## src/sv/rbia_pkg.sv

```systemverilog
// Shared types, register indexes and sequencing constants for the impulse unit.
// No dependencies; every other file refers to it by scoped names.
package rbia_pkg;

    typedef struct packed {
        logic [1:0]         mode;
        logic signed [31:0] impulse_x;
        logic signed [31:0] impulse_y;
        logic signed [31:0] impulse_z;
        logic signed [31:0] point_x;
        logic signed [31:0] point_y;
        logic signed [31:0] point_z;
    } t_req;

    typedef struct packed {
        logic signed [31:0] vel_x;
        logic signed [31:0] vel_y;
        logic signed [31:0] vel_z;
        logic signed [31:0] ang_x;
        logic signed [31:0] ang_y;
        logic signed [31:0] ang_z;
        logic               awake_flag;
    } t_rsp;

    localparam logic [2:0] REG_DYN         = 3'd0;
    localparam logic [2:0] REG_INV_MASS    = 3'd1;
    localparam logic [2:0] REG_INV_INERTIA = 3'd2;
    localparam logic [2:0] REG_POS_X       = 3'd3;
    localparam logic [2:0] REG_POS_Y       = 3'd4;
    localparam logic [2:0] REG_POS_Z       = 3'd5;
    localparam logic [2:0] REG_ORIENT      = 3'd6;

    localparam logic [1:0] MODE_LINEAR  = 2'd0;
    localparam logic [1:0] MODE_ANGULAR = 2'd1;
    localparam logic [1:0] MODE_POINT   = 2'd2;
    localparam logic [1:0] MODE_UNUSED  = 2'd3;

    localparam logic [4:0] LIN_LAST   = 5'd3;
    localparam logic [4:0] CROSS_LAST = 5'd7;
    localparam logic [4:0] NORM_LAST  = 5'd4;
    localparam logic [4:0] SQRT_LAST  = 5'd30;
    localparam logic [4:0] DIV_LAST   = 5'd16;
    localparam logic [4:0] MAT_LAST   = 5'd10;
    localparam logic [4:0] ROT_LAST   = 5'd9;
    localparam logic [4:0] SCALE_LAST = 5'd3;

    typedef enum logic [3:0] {
        OP_NOP,
        OP_DISP,
        OP_LIN,
        OP_CROSS,
        OP_NORM,
        OP_SQRT,
        OP_DIV,
        OP_MAT,
        OP_ROT1,
        OP_SCALE,
        OP_ROT2
    } t_op;

    typedef struct packed {
        t_op        op;
        logic [4:0] cnt;
        logic [1:0] comp;
        logic       in_load;
        logic       out_load;
    } t_cmd;

    typedef struct packed {
        logic       dyn;
        logic [1:0] mode;
    } t_sts;

    // row and column of the k-th term of a 3x3 matrix-vector product
    function automatic logic [1:0] rot_row(input logic [3:0] k);
        logic [1:0] r;
        case (k)
            4'd0, 4'd1, 4'd2: r = 2'd0;
            4'd3, 4'd4, 4'd5: r = 2'd1;
            default:          r = 2'd2;
        endcase
        return r;
    endfunction

    function automatic logic [1:0] rot_col(input logic [3:0] k);
        logic [1:0] c;
        case (k)
            4'd0, 4'd3, 4'd6: c = 2'd0;
            4'd1, 4'd4, 4'd7: c = 2'd1;
            default:          c = 2'd2;
        endcase
        return c;
    endfunction

endpackage

```

## src/sv/rbia_ctrl.sv

```systemverilog
// Sequencer of the impulse unit: handshakes and per-phase step counting.
// Depends on rbia_pkg; drives rbia_dp through t_cmd and reads t_sts.
module rbia_ctrl (
    input  logic              i_clk,
    input  logic              i_rst_n,
    input  logic              i_req_valid,
    output logic              o_req_ready,
    output logic              o_rsp_valid,
    input  logic              i_rsp_ready,
    input  rbia_pkg::t_sts    i_sts,
    output rbia_pkg::t_cmd    o_cmd
);

    typedef enum logic [11:0] {
        S_IDLE  = 12'b0000_0000_0001,
        S_DISP  = 12'b0000_0000_0010,
        S_LIN   = 12'b0000_0000_0100,
        S_CROSS = 12'b0000_0000_1000,
        S_NORM  = 12'b0000_0001_0000,
        S_SQRT  = 12'b0000_0010_0000,
        S_DIV   = 12'b0000_0100_0000,
        S_MAT   = 12'b0000_1000_0000,
        S_ROT1  = 12'b0001_0000_0000,
        S_SCALE = 12'b0010_0000_0000,
        S_ROT2  = 12'b0100_0000_0000,
        S_DONE  = 12'b1000_0000_0000
    } t_state;

    t_state     r_state, n_state;
    logic [4:0] r_cnt, n_cnt;
    logic [1:0] r_comp, n_comp;
    logic       r_rsp_valid, n_rsp_valid;

    always_comb begin
        n_state        = r_state;
        n_cnt          = r_cnt + 5'd1;
        n_comp         = r_comp;
        o_cmd.op       = rbia_pkg::OP_NOP;
        o_cmd.cnt      = r_cnt;
        o_cmd.comp     = r_comp;
        o_cmd.in_load  = 1'b0;
        o_cmd.out_load = 1'b0;
        unique case (r_state)
            S_IDLE: begin
                n_cnt = '0;
                if (i_req_valid) begin
                    o_cmd.in_load = 1'b1;
                    n_state       = S_DISP;
                end
            end
            S_DISP: begin
                o_cmd.op = rbia_pkg::OP_DISP;
                n_cnt    = '0;
                if (!i_sts.dyn || i_sts.mode == rbia_pkg::MODE_UNUSED) begin
                    n_state = S_DONE;
                end else if (i_sts.mode == rbia_pkg::MODE_ANGULAR) begin
                    n_state = S_NORM;
                end else begin
                    n_state = S_LIN;
                end
            end
            S_LIN: begin
                o_cmd.op = rbia_pkg::OP_LIN;
                if (r_cnt == rbia_pkg::LIN_LAST) begin
                    n_cnt   = '0;
                    n_state = (i_sts.mode == rbia_pkg::MODE_POINT) ? S_CROSS : S_DONE;
                end
            end
            S_CROSS: begin
                o_cmd.op = rbia_pkg::OP_CROSS;
                if (r_cnt == rbia_pkg::CROSS_LAST) begin
                    n_cnt   = '0;
                    n_state = S_NORM;
                end
            end
            S_NORM: begin
                o_cmd.op = rbia_pkg::OP_NORM;
                if (r_cnt == rbia_pkg::NORM_LAST) begin
                    n_cnt   = '0;
                    n_state = S_SQRT;
                end
            end
            S_SQRT: begin
                o_cmd.op = rbia_pkg::OP_SQRT;
                if (r_cnt == rbia_pkg::SQRT_LAST) begin
                    n_cnt   = '0;
                    n_comp  = '0;
                    n_state = S_DIV;
                end
            end
            S_DIV: begin
                o_cmd.op = rbia_pkg::OP_DIV;
                if (r_cnt == rbia_pkg::DIV_LAST) begin
                    n_cnt  = '0;
                    n_comp = r_comp + 2'd1;
                    if (r_comp == 2'd3) begin
                        n_state = S_MAT;
                    end
                end
            end
            S_MAT: begin
                o_cmd.op = rbia_pkg::OP_MAT;
                if (r_cnt == rbia_pkg::MAT_LAST) begin
                    n_cnt   = '0;
                    n_state = S_ROT1;
                end
            end
            S_ROT1: begin
                o_cmd.op = rbia_pkg::OP_ROT1;
                if (r_cnt == rbia_pkg::ROT_LAST) begin
                    n_cnt   = '0;
                    n_state = S_SCALE;
                end
            end
            S_SCALE: begin
                o_cmd.op = rbia_pkg::OP_SCALE;
                if (r_cnt == rbia_pkg::SCALE_LAST) begin
                    n_cnt   = '0;
                    n_state = S_ROT2;
                end
            end
            S_ROT2: begin
                o_cmd.op = rbia_pkg::OP_ROT2;
                if (r_cnt == rbia_pkg::ROT_LAST) begin
                    n_cnt   = '0;
                    n_state = S_DONE;
                end
            end
            S_DONE: begin
                n_cnt = '0;
                if (!r_rsp_valid || i_rsp_ready) begin
                    o_cmd.out_load = 1'b1;
                    n_state        = S_IDLE;
                end
            end
            default: begin
                n_cnt   = '0;
                n_state = S_IDLE;
            end
        endcase
    end

    always_comb begin
        if (o_cmd.out_load) begin
            n_rsp_valid = 1'b1;
        end else if (i_rsp_ready) begin
            n_rsp_valid = 1'b0;
        end else begin
            n_rsp_valid = r_rsp_valid;
        end
    end

    always_ff @(posedge i_clk) begin
        if (!i_rst_n) begin
            r_state     <= S_IDLE;
            r_cnt       <= '0;
            r_comp      <= '0;
            r_rsp_valid <= 1'b0;
        end else begin
            r_state     <= n_state;
            r_cnt       <= n_cnt;
            r_comp      <= n_comp;
            r_rsp_valid <= n_rsp_valid;
        end
    end

    assign o_req_ready = (r_state == S_IDLE);
    assign o_rsp_valid = r_rsp_valid;

endmodule

```

## config.mk

```make
export PLATFORM = sky130hd
export DESIGN_NAME = rbia_ctrl
export DESIGN_NICKNAME = d
export VERILOG_FILES = /design/src/sv/rbia_pkg.sv /design/src/sv/rbia_ctrl.sv
export SDC_FILE = /design/constraint.sdc
export NUM_CORES = 1
export LEC_CHECK = 0
export ABC_CLOCK_PERIOD_IN_PS = 2200
export BUFFER_PORTS_ARGS = -buffer_cell sky130_fd_sc_hd__clkbuf_2
export CORE_ASPECT_RATIO = 1.25
export CORE_MARGIN = 1.5
export CORE_UTILIZATION = 51
export CTS_CLUSTER_DIAMETER = 30
export DETAILED_ROUTE_END_ITERATION = 7
export PLACE_DENSITY = 0.73
export SLEW_MARGIN = 20
export SYNTH_ARGS = -nofsm -noshare
export SYNTH_HDL_FRONTEND = slang
export SYNTH_SLANG_ARGS = --single-unit
export TNS_END_PERCENT = 30
```

## constraint.sdc

```tcl
create_clock -name i_clk -period 2.2 [get_ports i_clk]
set_input_delay 0.44 -clock i_clk [delete_from_list [all_inputs] [get_ports i_clk]]
set_output_delay 0.44 -clock i_clk [all_outputs]
set_load 0.01 [all_outputs]
```

======== Word level (Yosys, flattened, before mapping) ========
Cells that the tools add are included.
W data, S select, Z words.
cells by class
  $add $sub $neg .......................... 2
  eq/ne operators ......................... 35
  mux-type cells .......................... 34
  reduce and logical (&&, ||, !) cells .... 10
operator list
  operator                number
  $mux W12                14
  $pmux W12 S12           1
  $mux W5                 8
  $pmux W4 S10            1
  $pmux W5 S7             1
  $ne A2 B2 Y1 const B    12
  $eq A12 B1 Y1 const B   1
  $eq A12 B10 Y1 const B  1
  $eq A12 B11 Y1 const B  1
  $eq A12 B12 Y1 const B  1
  $eq A12 B2 Y1 const B   1
  $eq A12 B3 Y1 const B   1
  $eq A12 B4 Y1 const B   1
  $eq A12 B5 Y1 const B   1
  $eq A12 B6 Y1 const B   1
  $eq A12 B7 Y1 const B   1
  $eq A12 B8 Y1 const B   1
  $eq A12 B9 Y1 const B   1
  $reduce_and A12 Y1      1
  $eq A5 B3 Y1 const B    2
  $eq A5 B4 Y1 const B    2
  $eq A5 B5 Y1 const B    2
  $eq A2 B2 Y1 const B    3
  $mux W1                 6
  11 further kinds        16
storage, ports and cells
  register bits ........................... 20
  bits of input ports ..................... 7
  output and inout port bits .............. 15
  logic and storage cells ................. 85

======== Longest topological paths before layout ========
  depth in word-level cells ............... 5
  depth in mapped cells ................... 9
  gate-level depth less buffers ........... 8

======== Least setup slack after synthesis ========
OpenSTA, ideal clock, no wires.
  kind .................................... reg-to-output
  start point ............................. register r_state[10]
  end point ............................... output port o_cmd[9] (netlist name)
  arrival ................................. 1.711 ns
  data required time ...................... 1.760 ns
  path slack .............................. 0.049 ns
  stages on the path, launching flop included .. 7
  path buffers ............................ 2
  cell sequence ........................... dfxtp_1 -> buf_2 -> nor4_1 -> buf_2 -> nand3_1 -> or3b_2 -> nand4_1
RTL lines
  what                    line              text
  start, declared         rbia_ctrl.sv:29   t_state r_state, n_state;
  start signal, assigned  rbia_ctrl.sv:160  r_state <= n_state;
  end, declared           rbia_ctrl.sv:11   output rbia_pkg::t_cmd o_cmd

==> results.sh <==
export IMPL_status="finished with violations"
export IMPL_violations="setup timing"
export IMPL_initial_core_util_pct=53.0
export IMPL_worst_slew_margin_rel_pct=73.1
export IMPL_syn_inst=181
export IMPL_ff2ff_path_depth=8
export IMPL_synth_edf_count=0
export IMPL_n_antenna_cell=0
export IMPL_critical_path_startpoint_type="flip-flop"
export IMPL_nNetsFinal=241
export IMPL_final_setup_viol_count=5
export IMPL_ys_flop_type="dfxtp_1"
export IMPL_crit_start="r_state[9]"
export IMPL_syn_cell_area_um2=1530
export IMPL_endpoint="o_cmd[9]"
export IMPL_grt_pass1_vias=1625
export IMPL_fmax_mhz=442
export IMPL_synth_distinct_cells=54
export IMPL_die_area_um2=3350
export IMPL_cts_hold_buf=0
export IMPL_ant_nets=0
export IMPL_die_h_um=64.3
export IMPL_hold_class="primary input to flip-flop"
export IMPL_clk_path_buf_depth=2
export IMPL_maxSlewViolCount=0
export IMPL_place_worst_setup_slack_ns=-0.0637
export IMPL_dp_hpwl_um=3290
export IMPL_regToRegStartpoint="r_state[11]"
export IMPL_power_density_nw_per_um2=443
export IMPL_finalNonFillerCells=264
export IMPL_grt_overflow_total=0
export IMPL_dr_pass1_iters=4
export IMPL_die_w_um=52.0
export IMPL_ys_seq_area_share_pct=26.1
export IMPL_r2r_end="r_state[3]"
export IMPL_vias=1596
export IMPL_placed_area_um2=1830
export IMPL_irDropWorstVdd_mv=0.273
export IMPL_antenna_found_initial=0
export IMPL_p_leak_nw=0.864
export IMPL_cts_tree="built"
export IMPL_async_flop_share_pct=0
export IMPL_clk_pin_slew_ns=0.12
export IMPL_fillers=240
export IMPL_routabilityCongestion=0.889
export IMPL_cts_buffers=3
export IMPL_synth_ff_latch_count=20
export IMPL_r2r_slack_ns=0
export IMPL_drcViolationCount=0
export IMPL_viasPerCell=6.05
export IMPL_fin_crit_sh_pct=103
export IMPL_arrival_ns=1.82
export IMPL_rsz0062_at_grt="true"
export IMPL_dpl_cell_count=255
export IMPL_cp_end_kind="primary output"
export IMPL_port_buffers=21
export IMPL_min_period_ns=2.26
export IMPL_drive_gt1_share_pct=43.4
export IMPL_io_pins=22
export IMPL_tns_ns=-0.121
export IMPL_drtIter0Drc=52
export IMPL_holdPathStages=2
export IMPL_grt_pass1_wl_um=7320
export IMPL_utilization_pct=70.2
export IMPL_synth_area_per_cell_um2=8.47
export IMPL_tightest_slew_ns=0.400
export IMPL_finalWorstSetupSlack_ns=-0.0647
export IMPL_area_delta_synth_final_pct=32.3
export IMPL_wl_um=4580
export IMPL_clock_skew_ns=0.00464
export IMPL_wl_per_cell_um=17.3
export IMPL_grt_max_degree=17
export IMPL_cts_num_sinks=20
export IMPL_htree_levels=1
export IMPL_cts_root_buf="clkbuf_4"
export IMPL_clk_latency_ns=0.31
export IMPL_yosys_warnings=0
export IMPL_path_max_fanout=2
export IMPL_syn_num_nets=193
export IMPL_hold_violations=0
export IMPL_track_usage_pct=29.2
export IMPL_crit_type="flip-flop to primary output"
export IMPL_fin_area_um2=2030
export IMPL_rows=22
export IMPL_cap_violations=0
export IMPL_core_region_area_um2=2890
export IMPL_required_ns=1.76
state kept, by name (all words and copies together), names as in the netlist:
name,count
r_cnt,5
o_rsp_valid,1
r_comp,2
r_state,12
worst min path at each step:
| stage | startpoint | to |
|---|---|---|
| 2_1_floorplan | r_comp[1] | r_comp[1] |
| 3_3_place_gp | r_comp[1] | r_comp[1] |
| 4_1_cts | i_req_valid | r_state[0] |
| 5_1_grt | i_req_valid | r_state[0] |
| 3_5_place_dp | o_rsp_valid | o_rsp_valid |
| 6_report | i_req_valid | r_state[0] |
Yosys cell counts (3+ instances only):
library cell | instances | area (µm²)
nand3_1 | 8 | 40.0
buf_2 | 10 | 50.1
inv_1 | 7 | 26.3
nand4_1 | 9 | 56.3
nor2_1 | 12 | 45.0
ha_1 | 5 | 62.6
mux2i_1 | 3 | 30.0
dfxtp_1 | 20 | 400
xor2_1 | 5 | 43.8
or4_1 | 3 | 22.5
o21ai_0 | 3 | 15.0
a21boi_0 | 3 | 22.5
nor3_1 | 8 | 40.0
o21a_1 | 4 | 30.0
nand2_1 | 9 | 33.8
a21oi_1 | 3 | 15.0
nor2b_1 | 13 | 81.3
nand2b_1 | 3 | 18.8
nor4b_1 | 6 | 52.6
layer usage:
layer | track usage (%) | wire [µm] | up-vias | share of wire [%]
met2 | 51.4 | 2320 | 70 | 51
li1 | - | - | 763 | -
met3 | 3.74 | 241 | 20 | 5.3
met4 | 18.8 | 230 | 0 | 5.0
met1 | 31.6 | 1780 | 743 | 39
met5 | 0 | 0 | - | 0
repair_timing:
item                                   4_1_cts  5_1_grt
setup endpoints to repair                   22       23
setup buffers                                4        1
endpoints found under the hold margin        0        0
gates cloned                                 0        0
resized for setup                           24       12
pin swaps                                    8        1
report_power, final:
part	internal (mW)	switching, mW	leakage (nW)
sequential	0.371	0.0133	0.168
clock	0.101	0.124	0.0210
combinational	0.138	0.151	0.676
critical path: stages, from the launching register on:
cell and delay, ns:
dfxtp_2 0.35, nor4_2 0.27, buf_4 0.18, nand3_2 0.08, or3b_4 0.40, nand4_1 0.10
buf_2 0.14
per-stage QoR:
step,hold slack [ns],power [mW]
3_5_place_dp,0.513,0.635
3_3_place_gp,0.493,0.632
5_1_grt,0.377,0.945
6_report,0.389,0.899
2_1_floorplan,0.518,0.536
4_1_cts,0.385,0.888
cells by family after synthesis:
kind of cell	after synthesis	synth area share [%]
AND/OR/NAND/NOR	94	41.2
AO/OA/AOI/OAI	29	14.6
buffers and inverters	23	8.00
flip-flops	20	26.1
XOR/XNOR	7	4.00
adder cells (fa/ha/maj)	5	4.08
multiplexers	3	1.96
cell usage in the layout (no fill, tap or decap), types with 3 or more instances in the layout:
cell | netlist | layout
o21ai_0 | 3 | 3
clkbuf_4 | 0 | 3
nand4_1 | 9 | 9
dfxtp_2 | 0 | 9
nand2b_1 | 3 | 3
dfxtp_1 | 20 | 9
nand2_1 | 9 | 9
nor3_1 | 8 | 7
mux2i_1 | 3 | 3
ha_1 | 5 | 5
inv_1 | 7 | 7
buf_4 | 2 | 35
xor2_1 | 5 | 5
nor2_1 | 12 | 10
nor2b_1 | 13 | 12
nand3_1 | 8 | 7
o21a_1 | 4 | 4
clkbuf_2 | 1 | 20
a21oi_1 | 3 | 3
nor4b_2 | 1 | 5
or4_4 | 1 | 3
buf_6 | 2 | 3
area by class of cell:
cell class              instances  area, µm²  share of cell area [%]
multi-input cells             138       1100                    54.2
clock buffers                   4       36.3                    1.79
inverters                       7       26.3                    1.30
repair buffers                 59        402                    19.8
well taps                      36       45.0                    2.22
flip-flops and latches         20        419                    20.7
No activity file was read; power rests on OpenSTA's default activity.
